==> config.mk <==
export PLATFORM = sky130hd
export DESIGN_NAME = quoted_string_escape_encoder_flat
export DESIGN_NICKNAME = d
export VERILOG_FILES = /design/src/hdl/qse_pkg.sv /design/src/hdl/qse_if.sv /design/src/hdl/qse_encode.sv /design/src/hdl/quoted_string_escape_encoder.sv /design/src/flat_wrapper.sv
export SDC_FILE = /design/constraint.sdc
export NUM_CORES = 1
export LEC_CHECK = 0
export ABC_AREA = 1
export BUFFER_PORTS_ARGS = -buffer_cell sky130_fd_sc_hd__buf_2
export CAP_MARGIN = 20
export CORE_MARGIN = 2
export CORE_UTILIZATION = 45
export DETAILED_ROUTE_END_ITERATION = 6
export PLACE_DENSITY_LB_ADDON = 0.08
export SLEW_MARGIN = 30
export SYNTH_ARGS = -nofsm -noshare
export SYNTH_HDL_FRONTEND = slang
export SYNTH_SLANG_ARGS = --single-unit
==> constraint.sdc <==
create_clock -name clk -period 2.6 [get_ports clk]
set_input_delay 0.26 -clock clk [delete_from_list [all_inputs] [get_ports clk]]
set_output_delay 0.26 -clock clk [all_outputs]
set_load 0.05 [all_outputs]
==> src/hdl/qse_pkg.sv <==
// qse_pkg: shared types and constants for the quoted string escape encoder
// no dependencies; imported by the encoder and the top level
package qse_pkg;

  localparam int RunMax = 6;
  localparam int LenW   = 3;

  // input command codes
  localparam logic CMD_BYTE = 1'b0;
  localparam logic CMD_END  = 1'b1;

  // character codes
  localparam logic [7:0] CH_QUOTE  = 8'h22;
  localparam logic [7:0] CH_BSLASH = 8'h5C;
  localparam logic [7:0] CH_NL     = 8'h0A;
  localparam logic [7:0] CH_BS     = 8'h08;
  localparam logic [7:0] CH_FF     = 8'h0C;
  localparam logic [7:0] CH_CR     = 8'h0D;
  localparam logic [7:0] CH_TAB    = 8'h09;
  localparam logic [7:0] CH_NUL    = 8'h00;
  localparam logic [7:0] CH_SPACE  = 8'h20;
  localparam logic [7:0] CH_TILDE  = 8'h7E;
  localparam logic [4:0] OCT_HEAD  = 5'b00110;  // '0' with the low three bits clear

  typedef logic [LenW-1:0] run_len_t;

  // one encoded run: the bytes caused by one input item
  typedef struct packed {
    logic [RunMax-1:0][7:0] bytes;
    run_len_t               len;
    logic                   done;   // run ends in the closing quote
  } qse_run_t;

endpackage

==> src/hdl/qse_if.sv <==
// qse_in_if / qse_out_if: valid/ready channels for string bytes and encoded text
// no dependencies; payload widths are fixed
interface qse_in_if;
  logic       valid;
  logic       ready;
  logic       command;
  logic [7:0] data_byte;

  modport source (output valid, output command, output data_byte, input ready);
  modport sink   (input valid, input command, input data_byte, output ready);
endinterface

interface qse_out_if;
  logic       valid;
  logic       ready;
  logic [7:0] out_byte;
  logic       run_last;
  logic       string_done;

  modport source (output valid, output out_byte, output run_last, output string_done,
                  input ready);
  modport sink   (input valid, input out_byte, input run_last, input string_done,
                  output ready);
endinterface

==> src/hdl/qse_encode.sv <==
// qse_encode: turns one registered input item into a run of up to six text bytes
// depends on qse_pkg
module qse_encode (
  input  logic              command,
  input  logic [7:0]        data_byte,
  input  logic              string_open,
  input  logic              escape_nonprint,
  output qse_pkg::qse_run_t run,
  output logic              string_open_nxt
);
  import qse_pkg::*;

  logic [4:0][7:0] body;
  run_len_t        body_len;
  logic            is_end;
  logic            is_ctl;
  logic            printable;
  logic [7:0]      ctl_letter;

  assign is_end    = (command == CMD_END) || (data_byte == CH_NUL);
  assign printable = (data_byte >= CH_SPACE) && (data_byte <= CH_TILDE);

  always_comb begin
    is_ctl     = 1'b1;
    ctl_letter = 8'h00;
    unique case (data_byte)
      CH_BS:   ctl_letter = "b";
      CH_FF:   ctl_letter = "f";
      CH_NL:   ctl_letter = "n";
      CH_CR:   ctl_letter = "r";
      CH_TAB:  ctl_letter = "t";
      default: is_ctl = 1'b0;
    endcase
  end

  always_comb begin
    body     = '0;
    body_len = 3'd1;
    if (is_end) begin
      body[0]  = CH_QUOTE;
      body_len = 3'd1;
    end else if (is_ctl) begin
      body[0] = CH_BSLASH;
      body[1] = ctl_letter;
      body_len = 3'd2;
      // newline also breaks the literal: quote, newline, quote
      if (data_byte == CH_NL) begin
        body[2]  = CH_QUOTE;
        body[3]  = CH_NL;
        body[4]  = CH_QUOTE;
        body_len = 3'd5;
      end
    end else if (!escape_nonprint || printable) begin
      if ((data_byte == CH_BSLASH) || (data_byte == CH_QUOTE)) begin
        body[0]  = CH_BSLASH;
        body[1]  = data_byte;
        body_len = 3'd2;
      end else begin
        body[0]  = data_byte;
        body_len = 3'd1;
      end
    end else begin
      body[0]  = CH_BSLASH;
      body[1]  = {OCT_HEAD, 1'b0, data_byte[7:6]};
      body[2]  = {OCT_HEAD, data_byte[5:3]};
      body[3]  = {OCT_HEAD, data_byte[2:0]};
      body_len = 3'd4;
    end
  end

  // opening quote goes in front when no string is open
  always_comb begin
    run.done = is_end;
    if (string_open) begin
      run.bytes = {8'h00, body};
      run.len   = body_len;
    end else begin
      run.bytes = {body, CH_QUOTE};
      run.len   = body_len + 3'd1;
    end
  end

  assign string_open_nxt = !is_end;

endmodule

==> src/hdl/quoted_string_escape_encoder.sv <==
// quoted_string_escape_encoder: top level, input register, encoder and run serializer
// depends on qse_pkg, qse_in_if / qse_out_if and qse_encode
//
//  channel  dir  payload                              beat
//  in_ch    in   command, data_byte                   valid & ready
//  out_ch   out  out_byte, run_last, string_done      valid & ready
//  cfg      in   cfg_wdata (escape_nonprint)          cfg_we
//
// an accepted item waits in the input register until the run register frees, then is
// encoded into it; the run leaves one byte per cycle while out_ch.ready is high
// a run is 1 to 6 text bytes, one per text byte the item causes, sent from the run register
// the input register takes the next item while a run still leaves and holds it until the run ends
// an output stall holds the run and, once the input register is full, the input too
// synchronous active-low reset empties both stages, closes the string, sets escaping on
module quoted_string_escape_encoder (
  input  logic            clk,
  input  logic            rst_n,
  qse_in_if.sink          in_ch,
  qse_out_if.source       out_ch,
  input  logic            cfg_we,
  input  logic            cfg_wdata
);
  import qse_pkg::*;

  logic       in_v_r;
  logic       in_cmd_r;
  logic [7:0] in_data_r;
  logic       run_v_r;
  qse_run_t   run_r;
  run_len_t   idx_r;
  logic       open_r;
  logic       esc_r;

  qse_run_t   enc_run;
  logic       open_nxt;
  logic       last_beat;
  logic       run_free;
  logic       load;
  logic       in_take;

  qse_encode u_encode (
    .command         (in_cmd_r),
    .data_byte       (in_data_r),
    .string_open     (open_r),
    .escape_nonprint (esc_r),
    .run             (enc_run),
    .string_open_nxt (open_nxt)
  );

  assign out_ch.valid       = run_v_r;
  assign out_ch.out_byte    = run_r.bytes[idx_r];
  assign out_ch.run_last    = (idx_r == run_r.len - 3'd1);
  assign out_ch.string_done = run_r.done && out_ch.run_last;

  assign last_beat   = run_v_r && out_ch.ready && out_ch.run_last;
  assign run_free    = !run_v_r || last_beat;
  assign load        = in_v_r && run_free;
  assign in_ch.ready = !in_v_r || load;
  assign in_take     = in_ch.valid && in_ch.ready;

  always_ff @(posedge clk) begin
    if (!rst_n) begin
      in_v_r  <= 1'b0;
      run_v_r <= 1'b0;
      idx_r   <= '0;
      open_r  <= 1'b0;
      esc_r   <= 1'b1;
    end else begin
      if (cfg_we) begin
        esc_r <= cfg_wdata;
      end
      if (in_take) begin
        in_v_r <= 1'b1;
      end else if (load) begin
        in_v_r <= 1'b0;
      end
      if (load) begin
        run_v_r <= 1'b1;
        idx_r   <= '0;
        open_r  <= open_nxt;
      end else if (last_beat) begin
        run_v_r <= 1'b0;
        idx_r   <= '0;
      end else if (run_v_r && out_ch.ready) begin
        idx_r <= idx_r + 3'd1;
      end
    end
  end

  // payload registers
  always_ff @(posedge clk) begin
    if (in_take) begin
      in_cmd_r  <= in_ch.command;
      in_data_r <= in_ch.data_byte;
    end
    if (load) begin
      run_r <= enc_run;
    end
  end

  a_idx_in_run: assert property (@(posedge clk) disable iff (!rst_n)
    run_v_r |-> (idx_r < run_r.len))
    else $error("run index past run length");

  a_len_range: assert property (@(posedge clk) disable iff (!rst_n)
    run_v_r |-> ((run_r.len != 3'd0) && (run_r.len <= 3'd6)))
    else $error("run length out of range");

  a_hold_on_stall: assert property (@(posedge clk) disable iff (!rst_n)
    (run_v_r && !out_ch.ready) |=> (run_v_r && $stable(idx_r)))
    else $error("run moved while output stalled");

  a_done_closes: assert property (@(posedge clk) disable iff (!rst_n)
    (load && enc_run.done) |=> !open_r)
    else $error("string left open after closing quote");

  a_no_idle_gap: assert property (@(posedge clk) disable iff (!rst_n)
    (in_v_r && !run_v_r) |-> load)
    else $error("encoded item not moved to free run register");

endmodule
==> src/flat_wrapper.sv <==
// flat-port wrapper written by rule: the top's interface ports become plain ports
module quoted_string_escape_encoder_flat import qse_pkg::*;
  (clk, rst_n, cfg_we, cfg_wdata, in_ch_valid, in_ch_command, in_ch_data_byte, in_ch_ready, out_ch_valid, out_ch_out_byte, out_ch_run_last, out_ch_string_done, out_ch_ready);
  qse_in_if in_ch_i ();
  qse_out_if out_ch_i ();
  input  logic clk;
  input  logic rst_n;
  input  logic cfg_we;
  input  logic cfg_wdata;
  input wire logic [$bits(in_ch_i.valid)-1:0] in_ch_valid;
  input wire logic [$bits(in_ch_i.command)-1:0] in_ch_command;
  input wire logic [$bits(in_ch_i.data_byte)-1:0] in_ch_data_byte;
  output wire logic [$bits(in_ch_i.ready)-1:0] in_ch_ready;
  output wire logic [$bits(out_ch_i.valid)-1:0] out_ch_valid;
  output wire logic [$bits(out_ch_i.out_byte)-1:0] out_ch_out_byte;
  output wire logic [$bits(out_ch_i.run_last)-1:0] out_ch_run_last;
  output wire logic [$bits(out_ch_i.string_done)-1:0] out_ch_string_done;
  input wire logic [$bits(out_ch_i.ready)-1:0] out_ch_ready;
  assign in_ch_i.valid = in_ch_valid;
  assign in_ch_i.command = in_ch_command;
  assign in_ch_i.data_byte = in_ch_data_byte;
  assign in_ch_ready = in_ch_i.ready;
  assign out_ch_valid = out_ch_i.valid;
  assign out_ch_out_byte = out_ch_i.out_byte;
  assign out_ch_run_last = out_ch_i.run_last;
  assign out_ch_string_done = out_ch_i.string_done;
  assign out_ch_i.ready = out_ch_ready;
  quoted_string_escape_encoder u_core (.clk(clk), .rst_n(rst_n), .in_ch(in_ch_i), .out_ch(out_ch_i), .cfg_we(cfg_we), .cfg_wdata(cfg_wdata));
endmodule
==> results.json <==
{
  "drv_slew": 0,
  "arrival_ns": 2.39,
  "rows": 30,
  "synth_seq_area_share_pct": 51.4,
  "grt_pass1_wl_mm": 12.4,
  "numCtsBuffers": 5,
  "routedWlPerCell_um": 14.6,
  "critPathKind": "reg2reg",
  "drc": 0,
  "grt_max_degree": 41,
  "die-area_mm2": 0.00765,
  "rsz0062_at_grt": "no",
  "hold_slack_ns": 0.124,
  "netlist_instances": 377,
  "critPathLaunchType": "register",
  "postCtsSetupBuffers": 0,
  "leakagePower_nw": 1.54,
  "grt-ovfl-total": 0,
  "netlist_area_mm2": 0.00314,
  "antenna_found_initial": 0,
  "area_growth_pct": 8.94,
  "wl_met3_um": 249,
  "fin_worst_skew_ns": 0.0108,
  "tightest_slew_ns": 0.706,
  "cp.buffers_inverters": 2,
  "cts_tree": "built",
  "cpPeakStageDelay_ns": 0.45,
  "hold_class": "in2reg",
  "grt_util_all_layers_pct": 21.1,
  "cp_slowest_cell": "edfxtp_1",
  "hold_viol": 0,
  "timing.setup.tns_ns": 0,
  "drt_first_iter_violations": 222,
  "clock-root-buffer": "clkbuf_8",
  "ctsLongestPathBuffers": 2,
  "layout_commonest_cell": "nand2_1",
  "gp_congestion": 0.909,
  "grt_pass1_vias": 2504,
  "path_delay_family": "simple AND/OR/NAND/NOR gates",
  "clock-sinks": 56,
  "power_density_mw_per_mm2": 540,
  "synth_cell_type_count": 32,
  "ant_nets": 0,
  "coreArea_mm2": 0.00676,
  "start_util_pct": 46.4,
  "io-pin-count": 27,
  "synth_warnings": 0,
  "max_freq_mhz": 426,
  "period_minus_slack_ns": 2.35,
  "top_layer": "met4",
  "drive_gt1_share_pct": 13.4,
  "syn_area_per_cell_um2": 8.32,
  "period_share_pct": 90.4,
  "critPathMostFrequentCell": "nor2_1",
  "die_width_um": 87.5,
  "crit_chain": "inv_1, nor2_1, nand2_1, nor2_1, nor2_1, nand3_1, o21ai_0, inv_1, ha_1, nand2_1, o21ai_0",
  "vias": 2566,
  "path_clk_slew_ns": 0.09,
  "clock_latency_ns": 0.31,
  "die_y_um": 87.5,
  "wl_mm": 7.03,
  "diodes": 0,
  "cp.required_ns": 2.64,
  "cts_resized": 0,
  "maxCapViolations": 0,
  "dr.pass1.iters": 4,
  "hold_buffers": 0,
  "htree_levels": 2,
  "num-fill-cells": 669,
  "setup_viol": 0,
  "dp_hpwl_mm": 5.27,
  "crit_fanout": 5,
  "final_nets": 419,
  "wl_met2_mm": 3.28,
  "status": "finished clean",
  "syn-num-nets": 395,
  "slew_headroom_pct": 52.7,
  "final_cell_mix": "113 x nand2_1, 49 x edfxtp_1, 46 x nand3_1",
  "wirelength_met1_mm": 3.32,
  "vdd_drop_max_v": 0.000256,
  "ys_ff_latch": 56,
  "io_buffers": 26,
  "via_per_inst": 5.32,
  "endpoint_kind": "register"
}
## synth_stat cells
library cell | n | share of area (%)
nand3b_1 | 1 | 0.24
nand4_1 | 10 | 2.0
nand2_2 | 2 | 0.40
inv_1 | 31 | 3.7
clkbuf_1 | 6 | 0.72
a31oi_1 | 1 | 0.20
nor2_1 | 45 | 5.4
inv_2 | 4 | 0.48
nand2_1 | 113 | 14
o21bai_4 | 1 | 0.60
buf_6 | 5 | 1.8
buf_1 | 2 | 0.24
xor2_1 | 3 | 0.84
dfxtp_1 | 7 | 4.5
nand2_4 | 1 | 0.36
conb_1 | 1 | 0.12
edfxtp_1 | 49 | 47
a21oi_1 | 17 | 2.7
buf_2 | 2 | 0.32
ha_1 | 3 | 1.2
a21oi_4 | 1 | 0.52
a221o_1 | 4 | 1.3
nand3_1 | 46 | 7.3
o2111ai_1 | 1 | 0.28
clkinv_1 | 1 | 0.12
o21ai_0 | 8 | 1.3
o21ai_1 | 1 | 0.16
buf_4 | 1 | 0.24
xnor2_1 | 3 | 0.84
nand3_2 | 1 | 0.32
a32o_1 | 2 | 0.64
nor2_2 | 4 | 0.80
## cells by family (layout without fill, tap and decap cells)
family	Yosys count	in the layout	synth area share (%)
buffers and inverters	52	77	7.62
flip-flops	56	56	51.4
AND/OR/NAND/NOR	223	223	30.4
AO/OA/AOI/OAI	36	36	7.66
other	1	1	0.120
adder cells (fa/ha/maj)	3	3	1.20
XOR/XNOR	6	6	1.68
## state kept, by name (all words and copies together), names as in the netlist
| signal | count |
|---|---|
| u_core.in_cmd_r | 1 |
| u_core.run_r | 40 |
| u_core.out_ch.valid | 1 |
| u_core.idx_r | 3 |
| u_core.esc_r | 1 |
| u_core.open_r | 1 |
| u_core.in_v_r | 1 |
| u_core.in_data_r | 8 |
## layer usage
layer / global-route usage [%] / vias up
met2: 33.0 / 64
met3: 3.13 / 14
li1: - / 1302
met5: 0 / -
met1: 29.7 / 1186
met4: 7.55 / 0
## stage by stage
step                setup slack (ns)  utilization (%)  power, mW  cells  instance area (um^2)
finish                         0.250             50.6       1.85    482                  3420
global route                  0.0565             50.6       1.96    482                  3420
CTS                            0.302             50.6       1.86    482                  3420
detailed placement             0.316             49.3       1.41    474                  3330
global placement               0.284             49.3       1.41    474                  3330
floorplan                      0.170                -       1.32    377                  3140
## path summary, 6_finish.rpt
check,startpoint,to,slack [ns],cells past startpoint
setup / recovery,u_core.in_data_r[1]$_DFFE_PP_,u_core.run_r[2]$_DFFE_PP_,0.25,11
hold / removal,in_ch_command,u_core.in_cmd_r$_DFFE_PP_,0.12,1
hold reg to reg,u_core.in_v_r$_SDFFE_PN0P_,u_core.out_ch.valid$_SDFFE_PN0P_,0.56,2
setup reg to reg,u_core.in_data_r[1]$_DFFE_PP_,u_core.run_r[2]$_DFFE_PP_,0.25,11
## cell type report
class / instances / area, um^2 / share of cell area, %
flip-flops and latches: 56 / 1610 / 47.2
well taps: 80 / 100 / 2.93
clock buffers: 6 / 72.6 / 2.12
inverters: 36 / 135 / 3.95
multi-input cells: 269 / 1290 / 37.6
clock inverters: 2 / 16.3 / 0.476
repair buffers: 33 / 195 / 5.71
## power breakdown
part	total [mW]	switching [mW]	leakage, nW	internal [mW]
Clock	0.462	0.270	0.0414	0.192
Combinational	0.320	0.226	0.979	0.0934
Sequential	1.06	0.0261	0.520	1.04
Total	1.85	0.523	1.54	1.32
Note: power is estimated with default switching activity, not from simulation.
